==> config.mk <==
export PLATFORM = sky130hd
export DESIGN_NAME = three_axis_bias_calibrator_top
export DESIGN_NICKNAME = d
export VERILOG_FILES = /design/src/rtl/core/bcal_pkg.sv /design/src/rtl/core/bcal_div.sv /design/src/rtl/core/bcal_lane.sv /design/src/rtl/core/bcal_merge.sv /design/src/rtl/core/three_axis_bias_calibrator_top.sv
export SDC_FILE = /design/constraint.sdc
export NUM_CORES = 2
export LEC_CHECK = 0
export ABC_AREA = 1
export ABC_CLOCK_PERIOD_IN_PS = 8300
export BUFFER_PORTS_ARGS = -buffer_cell sky130_fd_sc_hd__buf_2
export CAP_MARGIN = 5
export CORE_MARGIN = 3
export CORE_UTILIZATION = 64
export DETAILED_ROUTE_END_ITERATION = 10
export PLACE_DENSITY = 0.79
export SLEW_MARGIN = 20
export SYNTH_ARGS = -nofsm -noshare
export SYNTH_HDL_FRONTEND = slang
export SYNTH_SLANG_ARGS = --single-unit
==> constraint.sdc <==
create_clock -name aclk -period 8.3 [get_ports aclk]
set_input_delay 0.415 -clock aclk [delete_from_list [all_inputs] [get_ports aclk]]
set_output_delay 0.415 -clock aclk [all_outputs]
set_load 0.02 [all_outputs]
==> src/rtl/core/bcal_pkg.sv <==
// ============================================================================
// bcal_pkg
// Shared types, codes and constants of the three-axis bias calibrator.
// ============================================================================
package bcal_pkg;

    // Field widths fixed by the sample format.
    localparam int SAMPLE_W  = 16;
    localparam int SUM_W     = 32;
    localparam int GRAVITY_W = 15;
    localparam int COUNT_REG_W = 10;

    // Default width of the run counter.
    localparam int COUNT_WIDTH_DEF = 10;

    // Item commands.
    localparam logic [1:0] CMD_CORRECT = 2'd0;
    localparam logic [1:0] CMD_CALIB   = 2'd1;
    localparam logic [1:0] CMD_RESTART = 2'd2;

    // Configuration register indexes.
    localparam logic [1:0] CFG_MODE    = 2'd0;
    localparam logic [1:0] CFG_COUNT   = 2'd1;
    localparam logic [1:0] CFG_GRAVITY = 2'd2;

    // Configuration reset values.
    localparam logic                   MODE_RST    = 1'b0;
    localparam logic [COUNT_REG_W-1:0] COUNT_RST   = 10'd200;
    localparam logic [GRAVITY_W-1:0]   GRAVITY_RST = 15'd16384;

    // Calibration modes.
    localparam logic MODE_MEAN = 1'b0;
    localparam logic MODE_MID  = 1'b1;

    // Per-cycle control handed from the sequencer to each axis lane.
    typedef struct packed {
        logic accum;        // fold the held sample into the run
        logic clear;        // clear sum, max, min
        logic div_start;    // launch the mean divide on the current sum
        logic bias_mid;     // store the midpoint of max and min as bias
        logic correct_sel;  // result is sample minus bias, not the bias
    } lane_ctrl_t;

    // Status flags that travel with a result.
    typedef struct packed {
        logic bias_valid;
        logic run_done;
    } out_flags_t;

endpackage

==> src/rtl/core/bcal_div.sv <==
// ============================================================================
// bcal_div
// Serial signed-by-unsigned divider, one quotient bit per cycle, truncating
// toward zero and returning the low 16 bits of the quotient.
// ============================================================================
module bcal_div
    import bcal_pkg::*;
#(
    parameter int DIVISOR_W = COUNT_WIDTH_DEF
) (
    input  logic                 aclk,
    input  logic                 aresetn,
    input  logic                 start,
    input  logic [SUM_W-1:0]     dividend,
    input  logic [DIVISOR_W-1:0] divisor,
    output logic                 done,
    output logic [SAMPLE_W-1:0]  quotient
);

    localparam int CNT_W = $clog2(SUM_W);

    logic                 busy_reg, busy_next;
    logic                 done_reg, done_next;
    logic [CNT_W-1:0]     cnt_reg, cnt_next;
    logic                 neg_reg, neg_next;
    logic [SUM_W-1:0]     quot_reg, quot_next;
    logic [DIVISOR_W-1:0] rem_reg, rem_next;
    logic [DIVISOR_W-1:0] dsr_reg, dsr_next;
    logic [DIVISOR_W:0]   rem_shift;
    logic [DIVISOR_W:0]   rem_diff;
    logic                 ge;
    logic [SUM_W-1:0]     quot_signed;

    // One restoring step: shift in the next dividend bit and try a subtract.
    assign rem_shift = {rem_reg, quot_reg[SUM_W-1]};
    assign rem_diff  = rem_shift - {1'b0, dsr_reg};
    assign ge        = (rem_shift >= {1'b0, dsr_reg});

    always_comb begin
        busy_next = busy_reg;
        done_next = 1'b0;
        cnt_next  = cnt_reg;
        neg_next  = neg_reg;
        quot_next = quot_reg;
        rem_next  = rem_reg;
        dsr_next  = dsr_reg;
        if (start) begin
            busy_next = 1'b1;
            cnt_next  = CNT_W'(SUM_W - 1);
            neg_next  = dividend[SUM_W-1];
            quot_next = dividend[SUM_W-1] ? (~dividend + 1'b1) : dividend;
            rem_next  = '0;
            dsr_next  = divisor;
        end else if (busy_reg) begin
            quot_next = {quot_reg[SUM_W-2:0], ge};
            rem_next  = ge ? rem_diff[DIVISOR_W-1:0] : rem_shift[DIVISOR_W-1:0];
            cnt_next  = cnt_reg - 1'b1;
            if (cnt_reg == '0) begin
                busy_next = 1'b0;
                done_next = 1'b1;
            end
        end
    end

    always_ff @(posedge aclk) begin
        if (!aresetn) begin
            busy_reg <= 1'b0;
            done_reg <= 1'b0;
        end else begin
            busy_reg <= busy_next;
            done_reg <= done_next;
        end
        cnt_reg  <= cnt_next;
        neg_reg  <= neg_next;
        quot_reg <= quot_next;
        rem_reg  <= rem_next;
        dsr_reg  <= dsr_next;
    end

    // Restore the sign of the magnitude quotient and keep 16 bits.
    assign quot_signed = neg_reg ? (~quot_reg + 1'b1) : quot_reg;
    assign quotient    = quot_signed[SAMPLE_W-1:0];
    assign done        = done_reg;

endmodule

==> src/rtl/core/bcal_lane.sv <==
// ============================================================================
// bcal_lane
// One axis lane: run sum, max and min, midpoint and mean bias, stored bias
// and the corrected sample.
// ============================================================================
module bcal_lane
    import bcal_pkg::*;
#(
    parameter int COUNT_WIDTH = COUNT_WIDTH_DEF
) (
    input  logic                        aclk,
    input  logic                        aresetn,
    input  lane_ctrl_t                  ctrl,
    input  logic signed [SAMPLE_W-1:0]  sample,
    input  logic [GRAVITY_W-1:0]        offset,
    input  logic [COUNT_WIDTH-1:0]      target,
    output logic                        div_done,
    output logic [SAMPLE_W-1:0]         result
);

    logic [SUM_W-1:0]           sum_reg, sum_next;
    logic signed [SAMPLE_W-1:0] max_reg, max_next;
    logic signed [SAMPLE_W-1:0] min_reg, min_next;
    logic [SAMPLE_W-1:0]        bias_reg, bias_next;
    logic [SUM_W-1:0]           term;
    logic [SAMPLE_W:0]          mid_sum;
    logic [SAMPLE_W:0]          mid_adj;
    logic [SAMPLE_W-1:0]        quotient;

    // Sample term of the sum, with the gravity offset taken off.
    assign term = {{(SUM_W-SAMPLE_W){sample[SAMPLE_W-1]}}, sample}
                - {{(SUM_W-GRAVITY_W){1'b0}}, offset};

    // Midpoint: 17-bit sum of max and min, halved toward zero.
    assign mid_sum = {max_reg[SAMPLE_W-1], max_reg} + {min_reg[SAMPLE_W-1], min_reg};
    assign mid_adj = mid_sum + {{SAMPLE_W{1'b0}}, (mid_sum[SAMPLE_W] & mid_sum[0])};

    bcal_div #(
        .DIVISOR_W (COUNT_WIDTH)
    ) u_div (
        .aclk     (aclk),
        .aresetn  (aresetn),
        .start    (ctrl.div_start),
        .dividend (sum_reg),
        .divisor  (target),
        .done     (div_done),
        .quotient (quotient)
    );

    // Run accumulation and bias update.
    always_comb begin
        sum_next  = sum_reg;
        max_next  = max_reg;
        min_next  = min_reg;
        bias_next = bias_reg;
        if (ctrl.clear) begin
            sum_next = '0;
            max_next = '0;
            min_next = '0;
        end else if (ctrl.accum) begin
            sum_next = sum_reg + term;
            if (sample > max_reg) begin
                max_next = sample;
            end
            if (sample < min_reg) begin
                min_next = sample;
            end
        end
        if (ctrl.bias_mid) begin
            bias_next = mid_adj[SAMPLE_W:1];
        end else if (div_done) begin
            bias_next = quotient;
        end
    end

    always_ff @(posedge aclk) begin
        if (!aresetn) begin
            sum_reg  <= '0;
            max_reg  <= '0;
            min_reg  <= '0;
            bias_reg <= '0;
        end else begin
            sum_reg  <= sum_next;
            max_reg  <= max_next;
            min_reg  <= min_next;
            bias_reg <= bias_next;
        end
    end

    // Corrected sample wraps to 16 bits.
    assign result = ctrl.correct_sel ? (sample - bias_reg) : bias_reg;

endmodule

==> src/rtl/core/bcal_merge.sv <==
// ============================================================================
// bcal_merge
// Gathers the three lane results and the run flags into the output register.
// ============================================================================
module bcal_merge
    import bcal_pkg::*;
(
    input  logic                aclk,
    input  logic                aresetn,
    input  logic                load,
    input  logic [SAMPLE_W-1:0] lane_x,
    input  logic [SAMPLE_W-1:0] lane_y,
    input  logic [SAMPLE_W-1:0] lane_z,
    input  out_flags_t          flags,
    output logic                can_load,
    output logic                m_tvalid,
    input  logic                m_tready,
    output logic [47:0]         m_tdata,   // out_x, out_y, out_z
    output logic [7:0]          m_tuser    // run_done, bias_valid, zero pad
);

    logic        valid_reg, valid_next;
    logic [47:0] data_reg, data_next;
    logic [1:0]  user_reg, user_next;

    // The register takes a new result when empty or being drained.
    assign can_load = !valid_reg || m_tready;

    always_comb begin
        valid_next = valid_reg;
        data_next  = data_reg;
        user_next  = user_reg;
        if (load) begin
            valid_next = 1'b1;
            data_next  = {lane_z, lane_y, lane_x};
            user_next  = {flags.bias_valid, flags.run_done};
        end else if (m_tready) begin
            valid_next = 1'b0;
        end
    end

    always_ff @(posedge aclk) begin
        if (!aresetn) begin
            valid_reg <= 1'b0;
        end else begin
            valid_reg <= valid_next;
        end
        data_reg <= data_next;
        user_reg <= user_next;
    end

    assign m_tvalid = valid_reg;
    assign m_tdata  = data_reg;
    assign m_tuser  = {6'b0, user_reg};

endmodule

==> src/rtl/core/three_axis_bias_calibrator_top.sv <==
// ============================================================================
// three_axis_bias_calibrator_top
// Three-axis sensor bias calibrator: corrects samples by a stored bias and
// builds new biases from runs of calibration samples, by mean or midpoint.
//
// Channel   Dir  Signals                       Contents
// s_        in   s_tvalid/s_tready/s_tdata     x, y, z samples; tuser command
// m_        out  m_tvalid/m_tready/m_tdata     out x, y, z; tuser run_done,
//                                               bias_valid
// cfg_      in   cfg_valid/cfg_ready           cfg_addr index, cfg_data value
//
// An item passes from the transfer through S_EXEC and S_OUT to the result
// register; one that ends a run also passes S_FIN, and one that ends a mean
// run waits in S_DIV on the 32-step serial divider in each lane. The input is
// ready again in the cycle after the load, so items are taken one at a time.
// Reset is synchronous and clears the bias, the run and the configuration to
// their defaults. A stalled result holds the block only at result load time.
// ============================================================================
module three_axis_bias_calibrator_top
    import bcal_pkg::*;
#(
    parameter int COUNT_WIDTH = COUNT_WIDTH_DEF
) (
    input  logic        aclk,
    input  logic        aresetn,
    // Input samples
    input  logic        s_tvalid,
    output logic        s_tready,
    input  logic [47:0] s_tdata,   // sample_x, sample_y, sample_z
    input  logic [7:0]  s_tuser,   // command, zero pad
    // Results
    output logic        m_tvalid,
    input  logic        m_tready,
    output logic [47:0] m_tdata,   // out_x, out_y, out_z
    output logic [7:0]  m_tuser,   // run_done, bias_valid, zero pad
    // Configuration writes
    input  logic        cfg_valid,
    output logic        cfg_ready,
    input  logic [1:0]  cfg_addr,
    input  logic [15:0] cfg_data
);

    localparam int TW = (COUNT_WIDTH > COUNT_REG_W) ? COUNT_WIDTH : COUNT_REG_W;

    typedef enum logic [2:0] {S_IDLE, S_EXEC, S_FIN, S_DIV, S_OUT} state_t;

    state_t                     state_reg, state_next;
    logic [1:0]                 cmd_reg, cmd_next;
    logic signed [SAMPLE_W-1:0] sx_reg, sx_next;
    logic signed [SAMPLE_W-1:0] sy_reg, sy_next;
    logic signed [SAMPLE_W-1:0] sz_reg, sz_next;
    logic [COUNT_WIDTH-1:0]     run_count_reg, run_count_next;
    logic                       have_bias_reg, have_bias_next;
    logic                       done_reg, done_next;

    logic                       mode_reg;
    logic [COUNT_REG_W-1:0]     count_reg;
    logic [GRAVITY_W-1:0]       gravity_reg;

    logic [TW-1:0]              count_ext;
    logic [TW-1:0]              cap_ext;
    logic [COUNT_WIDTH-1:0]     target;
    logic [COUNT_WIDTH-1:0]     count_inc;
    lane_ctrl_t                 ctrl;
    logic                       div_done_x, div_done_y, div_done_z;
    logic [SAMPLE_W-1:0]        res_x, res_y, res_z;
    logic                       can_load;
    logic                       load;
    out_flags_t                 flags;

    // Configuration registers; writes are always taken.
    assign cfg_ready = 1'b1;

    always_ff @(posedge aclk) begin
        if (!aresetn) begin
            mode_reg    <= MODE_RST;
            count_reg   <= COUNT_RST;
            gravity_reg <= GRAVITY_RST;
        end else if (cfg_valid) begin
            case (cfg_addr)
                CFG_MODE:    mode_reg    <= cfg_data[0];
                CFG_COUNT:   count_reg   <= cfg_data[COUNT_REG_W-1:0];
                CFG_GRAVITY: gravity_reg <= cfg_data[GRAVITY_W-1:0];
                default:     ;
            endcase
        end
    end

    // Run length: the configured count, at least one, at most the counter.
    assign count_ext = TW'(count_reg);
    assign cap_ext   = TW'({COUNT_WIDTH{1'b1}});
    always_comb begin
        if (count_ext == '0) begin
            target = COUNT_WIDTH'(1);
        end else if (count_ext > cap_ext) begin
            target = {COUNT_WIDTH{1'b1}};
        end else begin
            target = count_ext[COUNT_WIDTH-1:0];
        end
    end

    assign count_inc = run_count_reg + 1'b1;

    // Sequencer next state and lane control.
    always_comb begin
        state_next     = state_reg;
        cmd_next       = cmd_reg;
        sx_next        = sx_reg;
        sy_next        = sy_reg;
        sz_next        = sz_reg;
        run_count_next = run_count_reg;
        have_bias_next = have_bias_reg;
        done_next      = done_reg;
        ctrl           = '0;
        ctrl.correct_sel = (cmd_reg == CMD_CORRECT);
        load           = 1'b0;
        case (state_reg)
            S_IDLE: begin
                if (s_tvalid) begin
                    cmd_next   = s_tuser[1:0];
                    sx_next    = s_tdata[15:0];
                    sy_next    = s_tdata[31:16];
                    sz_next    = s_tdata[47:32];
                    done_next  = 1'b0;
                    state_next = S_EXEC;
                end
            end
            S_EXEC: begin
                state_next = S_OUT;
                if (cmd_reg == CMD_CALIB) begin
                    ctrl.accum = 1'b1;
                    if (count_inc >= target) begin
                        run_count_next = '0;
                        done_next      = 1'b1;
                        state_next     = S_FIN;
                    end else begin
                        run_count_next = count_inc;
                    end
                end else if (cmd_reg == CMD_RESTART) begin
                    ctrl.clear     = 1'b1;
                    run_count_next = '0;
                end
            end
            S_FIN: begin
                ctrl.clear = 1'b1;
                if (mode_reg == MODE_MID) begin
                    ctrl.bias_mid  = 1'b1;
                    have_bias_next = 1'b1;
                    state_next     = S_OUT;
                end else begin
                    ctrl.div_start = 1'b1;
                    state_next     = S_DIV;
                end
            end
            S_DIV: begin
                if (div_done_x && div_done_y && div_done_z) begin
                    have_bias_next = 1'b1;
                    state_next     = S_OUT;
                end
            end
            S_OUT: begin
                if (can_load) begin
                    load       = 1'b1;
                    state_next = S_IDLE;
                end
            end
            default: begin
                state_next = S_IDLE;
            end
        endcase
    end

    always_ff @(posedge aclk) begin
        if (!aresetn) begin
            state_reg     <= S_IDLE;
            run_count_reg <= '0;
            have_bias_reg <= 1'b0;
            done_reg      <= 1'b0;
        end else begin
            state_reg     <= state_next;
            run_count_reg <= run_count_next;
            have_bias_reg <= have_bias_next;
            done_reg      <= done_next;
        end
        cmd_reg <= cmd_next;
        sx_reg  <= sx_next;
        sy_reg  <= sy_next;
        sz_reg  <= sz_next;
    end

    assign s_tready = (state_reg == S_IDLE);

    // Axis lanes; only z carries the gravity offset.
    bcal_lane #(.COUNT_WIDTH (COUNT_WIDTH)) u_lane_x (
        .aclk     (aclk),
        .aresetn  (aresetn),
        .ctrl     (ctrl),
        .sample   (sx_reg),
        .offset   ('0),
        .target   (target),
        .div_done (div_done_x),
        .result   (res_x)
    );

    bcal_lane #(.COUNT_WIDTH (COUNT_WIDTH)) u_lane_y (
        .aclk     (aclk),
        .aresetn  (aresetn),
        .ctrl     (ctrl),
        .sample   (sy_reg),
        .offset   ('0),
        .target   (target),
        .div_done (div_done_y),
        .result   (res_y)
    );

    bcal_lane #(.COUNT_WIDTH (COUNT_WIDTH)) u_lane_z (
        .aclk     (aclk),
        .aresetn  (aresetn),
        .ctrl     (ctrl),
        .sample   (sz_reg),
        .offset   (gravity_reg),
        .target   (target),
        .div_done (div_done_z),
        .result   (res_z)
    );

    // Merge the lane results into the output register.
    assign flags.run_done   = done_reg;
    assign flags.bias_valid = have_bias_reg;

    bcal_merge u_merge (
        .aclk     (aclk),
        .aresetn  (aresetn),
        .load     (load),
        .lane_x   (res_x),
        .lane_y   (res_y),
        .lane_z   (res_z),
        .flags    (flags),
        .can_load (can_load),
        .m_tvalid (m_tvalid),
        .m_tready (m_tready),
        .m_tdata  (m_tdata),
        .m_tuser  (m_tuser)
    );

    // A result that ends a run always reports a valid bias.
    a_done_has_bias: assert property (@(posedge aclk) disable iff (!aresetn)
        (m_tvalid && m_tuser[0]) |-> m_tuser[1])
        else $error("run_done result without bias_valid");

    // The block takes no item in the cycle after a transfer.
    a_one_in_flight: assert property (@(posedge aclk) disable iff (!aresetn)
        (s_tvalid && s_tready) |=> !s_tready)
        else $error("input taken while an item is in work");

    // Once a bias exists it stays until reset.
    a_bias_sticks: assert property (@(posedge aclk) disable iff (!aresetn)
        !$fell(have_bias_reg))
        else $error("bias_valid dropped without reset");

    // The lane dividers finish together.
    a_lanes_agree: assert property (@(posedge aclk) disable iff (!aresetn)
        (div_done_x == div_done_y) && (div_done_y == div_done_z))
        else $error("lane dividers out of step");

endmodule

After elaboration in Yosys (flattened, before gate mapping)

Index checks and enable logic that the tools add are counted.

Mux-type cells: 67
Eq/ne operators: 14
$add $sub $neg: 26
Bitwise operators: 13
Reduce and logical (&&, ||, !) cells: 39
Order comparisons: 11

Operators by type and width:

| cell                                             | number |
|---|---|
| two-way mux 32 bit                               | 9 |
| two-way mux 16 bit                               | 12 |
| adder 32 x 1 -> 32 bit, second input constant    | 3 |
| adder 32 bit                                     | 3 |
| inverter 32 bit                                  | 3 |
| two-way mux 10 bit                               | 8 |
| adder 16 x 16 -> 17 bit                          | 3 |
| adder 17 x 1 -> 17 bit                           | 3 |
| adder 16 x 1 -> 16 bit, second input constant    | 3 |
| greater-than comparator 16 bit                   | 3 |
| less-than comparator 16 bit                      | 3 |
| inverter 16 bit                                  | 3 |
| subtractor 16 bit                                | 3 |
| >= comparator 11 x 10 -> 1 bit                   | 3 |
| subtractor 10 bit                                | 3 |
| two-way mux 1 bit                                | 27 |
| AND reduction 2 bit                              | 11 |
| nonzero test 2 bit                               | 10 |
| two-way mux 3 bit                                | 6 |
| subtractor 16 x 16 -> 17 bit                     | 1 |
| logical NOT 5 bit                                | 3 |
| case mux 3 bit (5 select lines)                  | 1 |
| subtractor 5 x 1 -> 5 bit, second input constant | 3 |
| inequality test 2 bit, second input constant     | 6 |
| 22 further kinds                                 | 37 |

Output and inout port bits: 59
Flip-flop bits (word level): 542
Input port bits: 79
Word-level logic and storage cells: 215

Longest topological paths before layout

Depth in word-level cells: 7
Mapped depth: 27
Gate-level depth less buffers: 27

By module

A second synthesis with hierarchy kept.

Cell total of the unflattened synthesis: 6371
Area, all modules: 44041.0 sq um

By module, submodules not included:

| module                         | sequential area each (sq um) | cells an instance | area each (sq um) | instances |
|---|---|---|---|---|
| bcal_lane (u_lane_x ...)       | 1601.5                       | 1395              | 8679.6            | 2 |
| bcal_lane (u_lane_z)           | 1601.5                       | 1393              | 8650.8            | 1 |
| bcal_div (u_lane_y.u_div ...)  | 1631.6                       | 588               | 4239.1            | 2 |
| bcal_div (u_lane_x.u_div)      | 1631.6                       | 597               | 4237.8            | 1 |
| three_axis_bias_calibrator_top | 2322.2                       | 352               | 3718.6            | 1 |
| bcal_merge                     | 1521.5                       | 63                | 1596.5            | 1 |

Worst setup path after synthesis

OpenSTA, ideal clock, no wires.

Path type: reg-to-reg
Start: register state_reg[0]
End: register u_merge.data_reg[0], in the netlist u_merge.m_tdata[0] (enable)
Slack: 2484 ps
Buffers on the path: 0
Cell stages (with the launch flop): 2
Period minus slack after synthesis: 5816 ps
Arrival: 5234 ps
Library setup time: 582 ps
Required time: 7718 ps
Cell sequence: dfxtp_1 > nor4_1

Longest elaborated chain between the ends: 2

RTL lines:

| element                | line                                  | text |
|---|---|---|
| start, declared        | three_axis_bias_calibrator_top.sv:47  | `state_t state_reg, state_next;` |
| start signal, assigned | three_axis_bias_calibrator_top.sv:180 | `state_reg <= state_next;` |
| equality test 3 bit    | three_axis_bias_calibrator_top.sv:117 | `case (state_reg)` |
| two-way mux 1 bit      | three_axis_bias_calibrator_top.sv:117 |  |
| net load               | three_axis_bias_calibrator_top.sv:68  | `logic load;` |
| end signal, assigned   | bcal_merge.sv:48                      | `data_reg <= data_next;` |
| end, declared          | bcal_merge.sv:23                      | `logic [47:0] data_reg, data_next;` |

The timed path passes the listed nets, and every way through them passes these cells.
A chain may end at the register's enable or synchronous reset.

Final worst setup path

Start: register sz_reg[1]
End: register u_lane_z.sum_reg[25]

Longest elaborated chain between the ends: 2

RTL lines:

| element                      | line                                  | text |
|---|---|---|
| start, declared              | three_axis_bias_calibrator_top.sv:51  | `logic signed [SAMPLE_W-1:0] sz_reg, sz_next;` |
| start signal, assigned       | three_axis_bias_calibrator_top.sv:188 | `sz_reg <= sz_next;` |
| subtractor 16 x 16 -> 17 bit | bcal_lane.sv:32                       | `- {{(SUM_W-GRAVITY_W){1'b0}}, offset};` |
| adder 32 bit                 | bcal_lane.sv:61                       | `sum_next = sum_reg + term;` |
| end signal, assigned         | bcal_lane.sv:83                       | `sum_reg <= sum_next;` |
| end, declared                | bcal_lane.sv:21                       | `logic [SUM_W-1:0] sum_reg, sum_next;` |

Every way passes these cells.

==> metrics.cfg <==
[critical_path]
arrival_ns=5.23
crit_top_cell=nand2_1
cp-start-kind=register
critical_path_class=reg -> reg
critPathRequiredTime_ns=8.83
path_max_fanout=17
crit_chain=inv_1 > fa_1 > nand3b_1 > nand2_1 > a21oi_1 > o21ai_0 > nand3_1 > nand2_1 > nand2_1 > ha_1 > a21oi_1 > a21boi_0 > o21a_1 > o211ai_1 > nand2_1 > nand2_1 > o21ai_0 > inv_1
crit_slowest_cell=ha_1
slowest_delay_ns=0.57
cp-end-kind=register

[sta]
hold_violations=0
finalCritPeriodShare_pct=56.7
fmax_mhz=213
fin_crit_ns=4.70
rsz0062_at_grt=no
tightest_slew_ns=1.11
relSlewSlack_pct=26.1
slew_violations=0
skew_ns=0.0340
finalSetupTns_ns=0
finalSetupViolCount=0

[logic_synthesis]
synthCells=5681
synth-seq-cells=542
yosysWarnings=0
yosysTopAreaCellShare_pct=16.7
yosys.area.top_type=dfxtp_1
netlist_top_cells_area=dfxtp_1, edfxtp_1, nand2_1
synth_edf_count=209
ys_types=59
ys_async_sr_fraction_pct=0
syn_area_um2=39900
synth.most_common_cell=nand2_1
ys.flop_type=dfxtp_1
ys_seq_area_share_pct=32.4
yosys-top-cells-count=nand2_1, inv_1, o21ai_0, a21oi_1, nor2_1
syn_avg_cell_area_um2=7.03

[floorplan]
chipWidth_um=256
io_pins=138
start_util_pct=65.4
die_area_um2=65400
rows=90
core_area_um2=61000
die_y_um=256

[cells_and_area]
antenna_cells=0
fillers=5192
synthToLayoutAreaGrowth_pct=9.56
largest_reg_flops=48
drive_gt1_share_pct=5.63
fin_util_pct=71.7
nets=6235

[global_route]
grt_pass1_vias=34800
track_usage_pct=31.7
grt_overflow=0
antenna_found_initial=0
grt_max_degree=100
grt_pass1_wl_um=173000

[cts]
clockRootBuffer=clkbuf_16
path_clk_slew_ns=0.07
cts_max_level=2
cts_tree=done
cts_buffer_depth=3
clk_latency_ns=0.65
clock-sinks=542
cts_resized=0
numCtsBuffers=58

[pwr]
leakage_nw=20.3
power.total_mw=7.44
power.density_nw_per_um2=170
max-vdd-ir-drop_mv=0.176

[route]
post-route-drc-count=0
post_drt_via_cell_ratio=5.63
wl_per_cell_um=16.0
num_vias=37500
antenna_left=0
wl_um=107000
drt_iter0_drc=3302
dr.pass1.iters=6

[job]
cap_violations=0

[placed_design]
gp_congestion=0.960
hpwlAfterDp_um=78800
portBuffers=123

[min_path]
min_path_type=in -> reg

[run_status]
outcome=finished, final reports clean

-- layer usage --
layer / wire length [um] / vias to the layer above / GRT usage [%]
met5: 0 / - / 0
met4: 3370 / 0 / 10.8
met3: 6520 / 191 / 3.21
met2: 48100 / 1166 / 52.2
met1: 48600 / 17000 / 43.8
li1: - / 19100 / -
-- logic make-up after synthesis --
| family | Yosys count | share of synthesized area (%) |
|---|---|---|
| and+or+nand+nor | 2213 | 23.5 |
| AOI/OAI and AO/OA | 1325 | 18.0 |
| adders and majority gates | 364 | 11.6 |
| buffers and inverters | 1021 | 9.79 |
| xor gates and xnor gates | 214 | 4.71 |
| other | 2 | 0.0188 |
| DFF | 542 | 32.4 |
-- power by group --
part	leakage (nW)	internal (mW)	switching (mW)
sequential	4.63	2.88	0.145
combinational	14.7	0.570	1.03
clock	1.01	1.65	1.16
-- final timing paths --
check | start | to | slack [ns] | depth (start not counted)
max reg2reg | sz_reg[1] | u_lane_z.sum_reg[25] | 3.60 | 18
min | cfg_data[6] | count_ext[6] | 0.06 | 3
max | sz_reg[1] | u_lane_z.sum_reg[25] | 3.60 | 18
min reg2reg | done_reg | u_merge.user_reg[0] | 0.43 | 0
-- what timing repair did --
item / in CTS / in global routing
setup endpoints to repair: 0 / 0
buffers inserted: 0 / 0
endpoints found under the hold margin: 51 / 0
hold buffers: 51 / 0
-- stage by stage --
stage	instance area [um2]	worst slack, ns	hold slack (ns)	std cells
floorplan	40000	2.48	0.406	5686
global placement	41200	3.68	0.414	6509
detailed placement	41200	3.68	0.417	6509
CTS	43800	3.67	0.0251	6670
global route	43800	3.18	0.0538	6670
finish	43800	3.60	0.0596	6670
-- critical path: cells and delay by family, from the launching register on --
family                     cells  cell delay (ns)
buffers and inverters          2             0.24
adders and majority gates      2             1.05
and+or+nand+nor                7             1.12
AOI/OAI and AO/OA              7             1.65
DFF                            1             0.54
-- final cells by class --
class	instances	area (um2)	share of cell area, %
multi-input cells	4123	23200	52.9
flip-flops and latches	542	12900	29.6
inverters	868	3260	7.46
clock buffers	72	1590	3.63
repair buffers	199	1310	3.00
well taps	828	1040	2.37
clock inverters	38	469	1.07
-- placed cells by master, fill, tap and decap left out, drive strengths merged, types with 9 or more instances in the layout --
cell type,synthesis,layout
or2,18,18
a31oi,32,32
fa,13,13
nand4,61,61
nand2,1210,1210
nor3,67,67
and2,9,9
a21oi,515,515
nor4,17,17
clkinv,6,22
nand3b,22,22
inv,862,872
a21boi,11,11
xnor2,65,65
o21bai,22,22
dlygate4sd3,0,51
o31ai,16,16
a21o,33,33
ha,351,351
buf,60,148
dfxtp,333,333
bufinv,0,9
edfxtp,209,209
o21ai,590,590
nand3,321,321
o21a,12,12
a211oi,17,17
nor2,485,485
o211ai,36,36
clkbuf,93,72
xor2,149,149
No activity file was read; power rests on OpenSTA's default activity.
